<file path="src/hw/rtl/gha_pkg.sv">
// Shared types, constants and the GF(2^128) digit step for the GHASH accumulator.
// Used by gha_in_queue, gha_mult_engine and ghash_accumulator_unit; no dependencies.
package gha_pkg;

    localparam int GH_W     = 128;
    localparam int HALF_W   = 64;
    localparam int DIGIT_W  = 8;
    localparam int N_DIGITS = GH_W / DIGIT_W;
    localparam int STEP_W   = $clog2(N_DIGITS);

    // Reduction polynomial in the GCM bit-reflected order: 0xE1 then 120 zeros.
    localparam logic [GH_W-1:0] GH_R = {8'b11100001, {(GH_W-8){1'b0}}};

    // Configuration register indexes.
    localparam int CFG_IDX_W = 2;
    localparam logic [CFG_IDX_W-1:0] CFG_KEY_HIGH = 2'd0;
    localparam logic [CFG_IDX_W-1:0] CFG_KEY_LOW  = 2'd1;

    // One queued data block; block holds byte 0 in bits 127:120.
    typedef struct packed {
        logic [GH_W-1:0] block;
        logic            start;
    } t_gh_item;

    typedef struct packed {
        logic [GH_W-1:0] z;
        logic [GH_W-1:0] v;
    } t_gf_pair;

    typedef enum logic [1:0] {
        ST_IDLE,
        ST_BUSY,
        ST_WAIT
    } t_eng_state;

    // Absorb DIGIT_W multiplier bits, most significant first: conditional add of V,
    // then V times x with reduction.
    function automatic t_gf_pair gf_digit(input logic [GH_W-1:0] z,
                                          input logic [GH_W-1:0] v,
                                          input logic [DIGIT_W-1:0] d);
        t_gf_pair   p;
        logic       carry;
        p.z = z;
        p.v = v;
        for (int j = 0; j < DIGIT_W; j++) begin
            if (d[DIGIT_W-1-j]) begin
                p.z = p.z ^ p.v;
            end
            carry = p.v[0];
            p.v   = p.v >> 1;
            if (carry) begin
                p.v = p.v ^ GH_R;
            end
        end
        return p;
    endfunction

endpackage

</file>
<file path="src/hw/rtl/ghash_accumulator_unit.sv">
// GHASH accumulator top level: key registers, input queue and multiply engine.
// Depends on gha_pkg, gha_in_queue and gha_mult_engine.
//
//  channel   direction  handshake                 payload
//  s_axis    in         s_axis_tvalid/tready      tdata = block_high, block_low; tuser = start_req
//  m_axis    out        m_axis_tvalid/tready      tdata = digest_high, digest_low
//  cfg       in         i_cfg_valid/o_cfg_ready   i_cfg_index, i_cfg_data (key halves)
//
// The multiply walks the 128-bit multiplier 8 bits a cycle, and each block
// needs the previous accumulator, so a new block starts only once the last
// multiply is done. From an idle start a block passes the queue, the 16
// digit steps and the output register.
// Reset (i_rst_n low at a clock edge) clears the keys, accumulator, queue and
// output valid. The queue keeps taking beats while the engine works or a
// result waits on m_axis; the engine holds a finished result until it can load
// the output register. Write the keys only while no block is in flight.
module ghash_accumulator_unit #(
    parameter int QUEUE_DEPTH = 2
) (
    input  logic                              i_clk,
    input  logic                              i_rst_n,
    // Input blocks
    input  logic                              s_axis_tvalid,
    output logic                              s_axis_tready,
    input  logic [gha_pkg::GH_W-1:0]          s_axis_tdata,  // [63:0] block_high, [127:64] block_low
    input  logic                              s_axis_tuser,  // [0] start_req
    // Digests
    output logic                              m_axis_tvalid,
    input  logic                              m_axis_tready,
    output logic [gha_pkg::GH_W-1:0]          m_axis_tdata,  // [63:0] digest_high, [127:64] digest_low
    // Key writes
    input  logic                              i_cfg_valid,
    output logic                              o_cfg_ready,
    input  logic [gha_pkg::CFG_IDX_W-1:0]     i_cfg_index,
    input  logic [gha_pkg::HALF_W-1:0]        i_cfg_data
);
    import gha_pkg::*;

    logic [HALF_W-1:0]  r_key_high;
    logic [HALF_W-1:0]  r_key_low;
    t_gh_item           in_item;
    t_gh_item           q_item;
    logic               q_valid;
    logic               q_pop;
    logic [GH_W-1:0]    digest;

    // Key writes are always taken; indexes beyond the key halves are dropped.
    assign o_cfg_ready = 1'b1;

    always_ff @(posedge i_clk) begin
        if (!i_rst_n) begin
            r_key_high <= '0;
            r_key_low  <= '0;
        end else if (i_cfg_valid) begin
            case (i_cfg_index)
                CFG_KEY_HIGH: r_key_high <= i_cfg_data;
                CFG_KEY_LOW:  r_key_low  <= i_cfg_data;
                default: ;
            endcase
        end
    end

    // Internally a block is one 128-bit word with byte 0 in the top bits.
    assign in_item.block = {s_axis_tdata[HALF_W-1:0], s_axis_tdata[GH_W-1:HALF_W]};
    assign in_item.start = s_axis_tuser;

    gha_in_queue #(
        .DEPTH (QUEUE_DEPTH)
    ) u_queue (
        .i_clk   (i_clk),
        .i_rst_n (i_rst_n),
        .i_valid (s_axis_tvalid),
        .o_ready (s_axis_tready),
        .i_item  (in_item),
        .o_valid (q_valid),
        .i_pop   (q_pop),
        .o_item  (q_item)
    );

    gha_mult_engine u_engine (
        .i_clk        (i_clk),
        .i_rst_n      (i_rst_n),
        .i_item_valid (q_valid),
        .i_item       (q_item),
        .o_pop        (q_pop),
        .i_key        ({r_key_high, r_key_low}),
        .o_valid      (m_axis_tvalid),
        .i_ready      (m_axis_tready),
        .o_digest     (digest)
    );

    // Swap halves back to the bus order: high half in the low tdata bits.
    assign m_axis_tdata = {digest[HALF_W-1:0], digest[GH_W-1:HALF_W]};

endmodule

</file>
<file path="src/hw/rtl/gha_in_queue.sv">
// Front end of the GHASH accumulator: a short FIFO of incoming data blocks.
// Depends on gha_pkg for the queued item type.
module gha_in_queue #(
    parameter int DEPTH = 2
) (
    input  logic              i_clk,
    input  logic              i_rst_n,
    input  logic              i_valid,
    output logic              o_ready,
    input  gha_pkg::t_gh_item i_item,
    output logic              o_valid,
    input  logic              i_pop,
    output gha_pkg::t_gh_item o_item
);
    import gha_pkg::*;

    localparam int PTR_W = (DEPTH > 1) ? $clog2(DEPTH) : 1;
    localparam int CNT_W = $clog2(DEPTH + 1);

    t_gh_item           r_mem [DEPTH];
    logic [PTR_W-1:0]   r_wr_ptr, n_wr_ptr;
    logic [PTR_W-1:0]   r_rd_ptr, n_rd_ptr;
    logic [CNT_W-1:0]   r_count,  n_count;
    logic               push;
    logic               pop;

    assign o_ready = (r_count != CNT_W'(DEPTH));
    assign o_valid = (r_count != '0);
    assign push    = i_valid && o_ready;
    assign pop     = i_pop && o_valid;
    assign o_item  = r_mem[r_rd_ptr];

    always_comb begin
        n_wr_ptr = r_wr_ptr;
        n_rd_ptr = r_rd_ptr;
        n_count  = r_count;
        if (push) begin
            n_wr_ptr = (r_wr_ptr == PTR_W'(DEPTH - 1)) ? '0 : r_wr_ptr + 1'b1;
        end
        if (pop) begin
            n_rd_ptr = (r_rd_ptr == PTR_W'(DEPTH - 1)) ? '0 : r_rd_ptr + 1'b1;
        end
        if (push && !pop) begin
            n_count = r_count + 1'b1;
        end else if (pop && !push) begin
            n_count = r_count - 1'b1;
        end
    end

    always_ff @(posedge i_clk) begin
        if (!i_rst_n) begin
            r_wr_ptr <= '0;
            r_rd_ptr <= '0;
            r_count  <= '0;
        end else begin
            r_wr_ptr <= n_wr_ptr;
            r_rd_ptr <= n_rd_ptr;
            r_count  <= n_count;
        end
    end

    always_ff @(posedge i_clk) begin
        if (push) begin
            r_mem[r_wr_ptr] <= i_item;
        end
    end

    a_count_bound: assert property (@(posedge i_clk) disable iff (!i_rst_n)
        r_count <= CNT_W'(DEPTH))
        else $error("input queue count above depth");

    a_fill_step: assert property (@(posedge i_clk) disable iff (!i_rst_n)
        push && !pop |=> r_count == $past(r_count) + 1'b1)
        else $error("input queue count did not advance on push");

    a_ptr_gap: assert property (@(posedge i_clk) disable iff (!i_rst_n)
        (r_count == '0) |-> (r_wr_ptr == r_rd_ptr))
        else $error("input queue pointers apart while empty");

endmodule

</file>
<file path="src/hw/rtl/gha_mult_engine.sv">
// Back end of the GHASH accumulator: digit-serial GF(2^128) multiply, accumulator
// and output register. Depends on gha_pkg for the digit step, item type and states.
module gha_mult_engine (
    input  logic                      i_clk,
    input  logic                      i_rst_n,
    input  logic                      i_item_valid,
    input  gha_pkg::t_gh_item         i_item,
    output logic                      o_pop,
    input  logic [gha_pkg::GH_W-1:0]  i_key,
    output logic                      o_valid,
    input  logic                      i_ready,
    output logic [gha_pkg::GH_W-1:0]  o_digest
);
    import gha_pkg::*;

    localparam logic [STEP_W-1:0] LAST_STEP = STEP_W'(N_DIGITS - 1);

    t_eng_state         r_state, n_state;
    logic [STEP_W-1:0]  r_cnt;
    logic [GH_W-1:0]    r_x;
    logic [GH_W-1:0]    r_z;
    logic [GH_W-1:0]    r_v;
    logic [GH_W-1:0]    r_acc;
    logic               r_out_valid;
    logic [GH_W-1:0]    r_out_data;

    t_gf_pair           step;
    logic               last;
    logic               out_free;
    logic               load_out;
    logic [GH_W-1:0]    acc_src;
    logic [GH_W-1:0]    x_start;

    assign step     = gf_digit(r_z, r_v, r_x[GH_W-1 -: DIGIT_W]);
    assign last     = (r_state == ST_BUSY) && (r_cnt == LAST_STEP);
    assign out_free = !r_out_valid || i_ready;
    // The finishing product bypasses r_acc so the next block can start at once.
    assign acc_src  = (r_state == ST_BUSY) ? step.z : r_acc;
    assign x_start  = (i_item.start ? '0 : acc_src) ^ i_item.block;

    always_comb begin
        n_state = ST_IDLE;
        case (r_state)
            ST_IDLE: begin
                n_state = i_item_valid ? ST_BUSY : ST_IDLE;
            end
            ST_BUSY: begin
                if (!last) begin
                    n_state = ST_BUSY;
                end else if (!out_free) begin
                    n_state = ST_WAIT;
                end else begin
                    n_state = i_item_valid ? ST_BUSY : ST_IDLE;
                end
            end
            ST_WAIT: begin
                if (!out_free) begin
                    n_state = ST_WAIT;
                end else begin
                    n_state = i_item_valid ? ST_BUSY : ST_IDLE;
                end
            end
            default: n_state = ST_IDLE;
        endcase
    end

    always_comb begin
        o_pop    = 1'b0;
        load_out = 1'b0;
        case (r_state)
            ST_IDLE: begin
                o_pop = i_item_valid;
            end
            ST_BUSY: begin
                load_out = last && out_free;
                o_pop    = last && out_free && i_item_valid;
            end
            ST_WAIT: begin
                load_out = out_free;
                o_pop    = out_free && i_item_valid;
            end
            default: begin
                o_pop    = 1'b0;
                load_out = 1'b0;
            end
        endcase
    end

    always_ff @(posedge i_clk) begin
        if (!i_rst_n) begin
            r_state     <= ST_IDLE;
            r_cnt       <= '0;
            r_acc       <= '0;
            r_out_valid <= 1'b0;
        end else begin
            r_state <= n_state;
            // Clear on the final digit so the counter rests at zero outside a multiply.
            if (o_pop || last) begin
                r_cnt <= '0;
            end else if (r_state == ST_BUSY) begin
                r_cnt <= r_cnt + 1'b1;
            end
            if (last) begin
                r_acc <= step.z;
            end
            if (load_out) begin
                r_out_valid <= 1'b1;
            end else if (i_ready) begin
                r_out_valid <= 1'b0;
            end
        end
    end

    always_ff @(posedge i_clk) begin
        if (o_pop) begin
            r_x <= x_start;
            r_z <= '0;
            r_v <= i_key;
        end else if ((r_state == ST_BUSY) && !last) begin
            r_x <= r_x << DIGIT_W;
            r_z <= step.z;
            r_v <= step.v;
        end
        if (load_out) begin
            r_out_data <= acc_src;
        end
    end

    assign o_valid  = r_out_valid;
    assign o_digest = r_out_data;

    a_idle_cnt: assert property (@(posedge i_clk) disable iff (!i_rst_n)
        (r_state != ST_BUSY) |-> (r_cnt == '0))
        else $error("digit counter running outside a multiply");

    a_pop_gap: assert property (@(posedge i_clk) disable iff (!i_rst_n)
        o_pop |-> !((r_state == ST_BUSY) && (r_cnt != LAST_STEP)))
        else $error("new block taken in the middle of a multiply");

    a_out_src: assert property (@(posedge i_clk) disable iff (!i_rst_n)
        $rose(r_out_valid) |-> ($past(last) || ($past(r_state) == ST_WAIT)))
        else $error("result loaded without a finished multiply");

endmodule

</file>
<file path="config.mk">
export PLATFORM = sky130hd
export DESIGN_NAME = ghash_accumulator_unit
export DESIGN_NICKNAME = d
export VERILOG_FILES = /design/src/hw/rtl/gha_pkg.sv /design/src/hw/rtl/ghash_accumulator_unit.sv /design/src/hw/rtl/gha_in_queue.sv /design/src/hw/rtl/gha_mult_engine.sv
export SDC_FILE = /design/constraint.sdc
export NUM_CORES = 2
export LEC_CHECK = 0
export BUFFER_PORTS_ARGS = -buffer_cell sky130_fd_sc_hd__buf_2
export CAP_MARGIN = 10
export CORE_MARGIN = 3
export CORE_UTILIZATION = 62
export DETAILED_ROUTE_END_ITERATION = 8
export PLACE_DENSITY = 0.87
export SYNTH_ARGS = -nofsm -noshare
export SYNTH_HDL_FRONTEND = slang
export SYNTH_SLANG_ARGS = --single-unit
export TNS_END_PERCENT = 30
</file>
<file path="constraint.sdc">
create_clock -name i_clk -period 19.8 [get_ports i_clk]
set_input_delay 0.99 -clock i_clk [delete_from_list [all_inputs] [get_ports i_clk]]
set_output_delay 0.99 -clock i_clk [all_outputs]
set_load 0.05 [all_outputs]
</file>
==> impl_metrics.json <==
{
  "synth.cell_area_mm2": 0.05590,
  "synth-seq-cells": 1038,
  "worstHoldStart": "u_engine.r_acc[72]$_SDFFE_PN0P_",
  "hpwl_um": 99510,
  "path_cells": "inv_1 > ha_4 > nand2_1 > nor2_4 > o21ai_0 > nor2b_4 > o21a_4 > inv_8 > nand2_4 > buf_12 > buf_4",
  "cts_tree": "yes",
  "rsz0062_at_grt": "no",
  "synth_warnings": 0,
  "grt_overflow_total": 0,
  "ys_async_sr_fraction_pct": 0,
  "synth_flop_cell": "edfxtp_1",
  "grt_pass1_wl_um": 236200,
  "finalWirelength_um": 154200,
  "dr.pass1.iters": 6,
  "holdBufCountCts": 0,
  "routedWlPerCell_um": 21.56,
  "synth_area_leader_cell": "edfxtp_1",
  "setup_viol": 0,
  "drv_cap": 0,
  "cts_buffers": 103,
  "critical_path_arrival_ns": 5.34,
  "port_buffers": 329,
  "fp.dieH_um": 306.3,
  "max_stage_delay_ns": 0.93,
  "yosysSeqAreaShare_pct": 48.67,
  "clk_pin_slew_ns": 0.06,
  "worst-slew-pin-transition_ns": 1.236,
  "rows": 109,
  "crit_slowest_cell": "buf_4",
  "grt_pass1_vias": 41050,
  "antenna_found_initial": 28,
  "die_w_um": 306.3,
  "reg2reg_to": "u_engine.r_v[93]$_DFFE_PP_",
  "cts_sinks": 1038,
  "nNetsFinal": 6082,
  "synth.distinct_cells": 51,
  "cp.required_ns": 20.10,
  "initial_utilization_pct": 62.87,
  "hold_path.class": "flip-flop to flip-flop",
  "synthTopCellsByArea": "edfxtp_1 34%, nand2_1 16%, dfxtp_1 14%",
  "ant_nets": 0,
  "synthCells": 5866,
  "syn2layout_area_growth_pct": 9.356,
  "r2r_start": "u_engine.r_state[1]$_SDFF_PN0_",
  "start_kind": "flip-flop",
  "synth.net_count": 6072,
  "post-route-period-util_pct": 25.42,
  "grt_max_degree": 142,
  "grt_util_met1_pct": 41.62,
  "drc_errors": 0,
  "crit_end": "u_engine.r_v[93]$_DFFE_PP_",
  "clk_latency_ns": 0.70,
  "max_freq_mhz": 198.7,
  "slew_headroom_pct": 17.57,
  "placeableCoreArea_mm2": 0.08892,
  "hold_viol": 0,
  "synth_top_area_share_pct": 34.49,
  "cts_resized": 0,
  "grt_usage_pct": 32.19,
  "worstSetupStartpoint": "u_engine.r_state[1]$_SDFF_PN0_",
  "drive_gt1_share_pct": 11.80,
  "grt.busiest_layer": "met2",
  "r2r_cells": 11,
  "setup.worst_path.end_class": "flip-flop",
  "met3_usage_pct": 7.667,
  "cts-htree-levels": 3,
  "fin_tns_setup_ns": 0,
  "via_per_inst": 5.920,
  "path_class": "flip-flop to flip-flop",
  "outcome": "complete, no violations",
  "synth_edf_count": 642,
  "vias": 42350,
  "worst-path-max-fanout": 141,
  "grtUsageMet2_pct": 50.98,
  "syn_area_per_cell_um2": 9.529,
  "die-area_mm2": 0.09380,
  "cts_root_buf": "clkbuf_16",
  "drv_slew": 0,
  "place.gp.congestion": 0.9313,
  "cts_buffer_depth": 3,
  "min_period_ns": 5.034,
  "drt-initial-drc-count": 5259,
  "reg2reg_slack_ns": 14.77,
  "io-pin-count": 331,
  "post_cts_buffers": 0,
  "fin_skew_ns": 0.03481
}
==> through the flow <==
stage          worst slack [ns]  hold WS (ns)  util [%]  area (um2)  instances
2_1_floorplan             5.921        0.4410         -       55900       5866
3_3_place_gp              14.86        0.4476     64.80       57620       6936
3_5_place_dp              14.76        0.4541     64.80       57620       6936
4_1_cts                   14.70        0.4540     68.69       61080       7132
5_1_grt                   14.41        0.4691     68.72       61110       7144
6_report                  14.77        0.4580     68.75       61130       7153
==> cell families after synthesis <==
group                      Yosys count  synth area share [%]
xor gates and xnor gates          1038                 19.39
AOI/OAI and AO/OA                  570                 6.460
other                                1              0.006708
adders and majority gates            6                0.1343
muxes                              264                 5.045
and+or+nand+nor                   2465                 16.85
DFF                               1038                 48.67
buffers and inverters              484                 3.438
==> metal layers <==
| metal | vias up | part of all wire, % | wire length, um |
|---|---|---|---|
| met4 | 18 | 5.2 | 8074 |
| li1 | 19030 | - | - |
| met1 | 20320 | 37 | 56390 |
| met3 | 464 | 12 | 18090 |
| met2 | 2519 | 46 | 71500 |
| met5 | - | 0.085 | 131 |
==> cell usage in the layout (no fill, tap or decap), drive strengths merged, types with 122 or more instances in the layout <==
cell type / n
nand2: 2353
xnor2: 734
edfxtp: 642
dfxtp: 396
buf: 379
a21boi: 256
xor2: 179
a21oi: 156
mux2: 142
clkbuf: 139
o21ai: 127
mux2i: 122
==> registers in the layout (all words and copies together) (netlist names), named ones only <==
signal,flops
u_engine.r_cnt,4
u_engine.r_z,128
r_key_high,64
u_queue.r_wr_ptr,1
u_engine.r_state,2
u_engine.r_acc,128
u_queue.r_rd_ptr,1
u_queue.r_mem,258
u_engine.r_v,128
u_queue.r_count,2
u_engine.o_digest,128
r_key_low,64
u_engine.r_x,128
u_engine.o_valid,1
==> cell usage after synthesis (all sizes together) (16+ instances only) <==
| master | count |
|---|---|
| edfxtp | 642 |
| nand3 | 16 |
| xnor2 | 734 |
| dfxtp | 396 |
| clkbuf | 313 |
| o21ai | 127 |
| mux2 | 142 |
| a21boi | 256 |
| buf | 161 |
| mux2i | 122 |
| xor2 | 179 |
| nand2 | 2353 |
| a21oi | 156 |
| nor2 | 46 |
| xnor3 | 120 |
==> cell type report <==
class	instances	area (um2)
inverter	10	45.04
multi-input combinational	4344	26860
clock inverter	57	561.8
antenna	21	52.55
tap	1165	1458
fill	6240	27790
clock buffer	139	2898
sequential	1038	27210
timing repair buffer	379	2041
==> worst min-delay path by stage <==
stage | slack [ns] | endpoint | depth (start not counted)
6_report | 0.46 | u_engine.r_acc[72]$_SDFFE_PN0P_ | 2
5_1_grt | 0.47 | u_queue.r_mem[0][5]$_DFFE_PP_ | 1
4_1_cts | 0.45 | u_queue.r_mem[1][22]$_DFFE_PP_ | 1
3_5_place_dp | 0.45 | u_engine.r_acc[72]$_SDFFE_PN0P_ | 2
3_3_place_gp | 0.45 | u_engine.r_acc[75]$_SDFFE_PN0P_ | 2
2_1_floorplan | 0.44 | r_key_high[60]$_SDFFE_PN0P_ | 2
==> worst max-delay path: cells and delay by family, from the launching register on <==
family | cells | cell delay [ns]
flip-flops | 1 | 0.34
AO/OA/AOI/OAI | 2 | 0.70
adder cells (fa/ha/maj) | 1 | 0.49
AND/OR/NAND/NOR | 4 | 1.11
buffers and inverters | 4 | 1.77
Power is not shown: default switching activity piles up to over one toggle a cycle in this logic, so the estimate is an artifact.
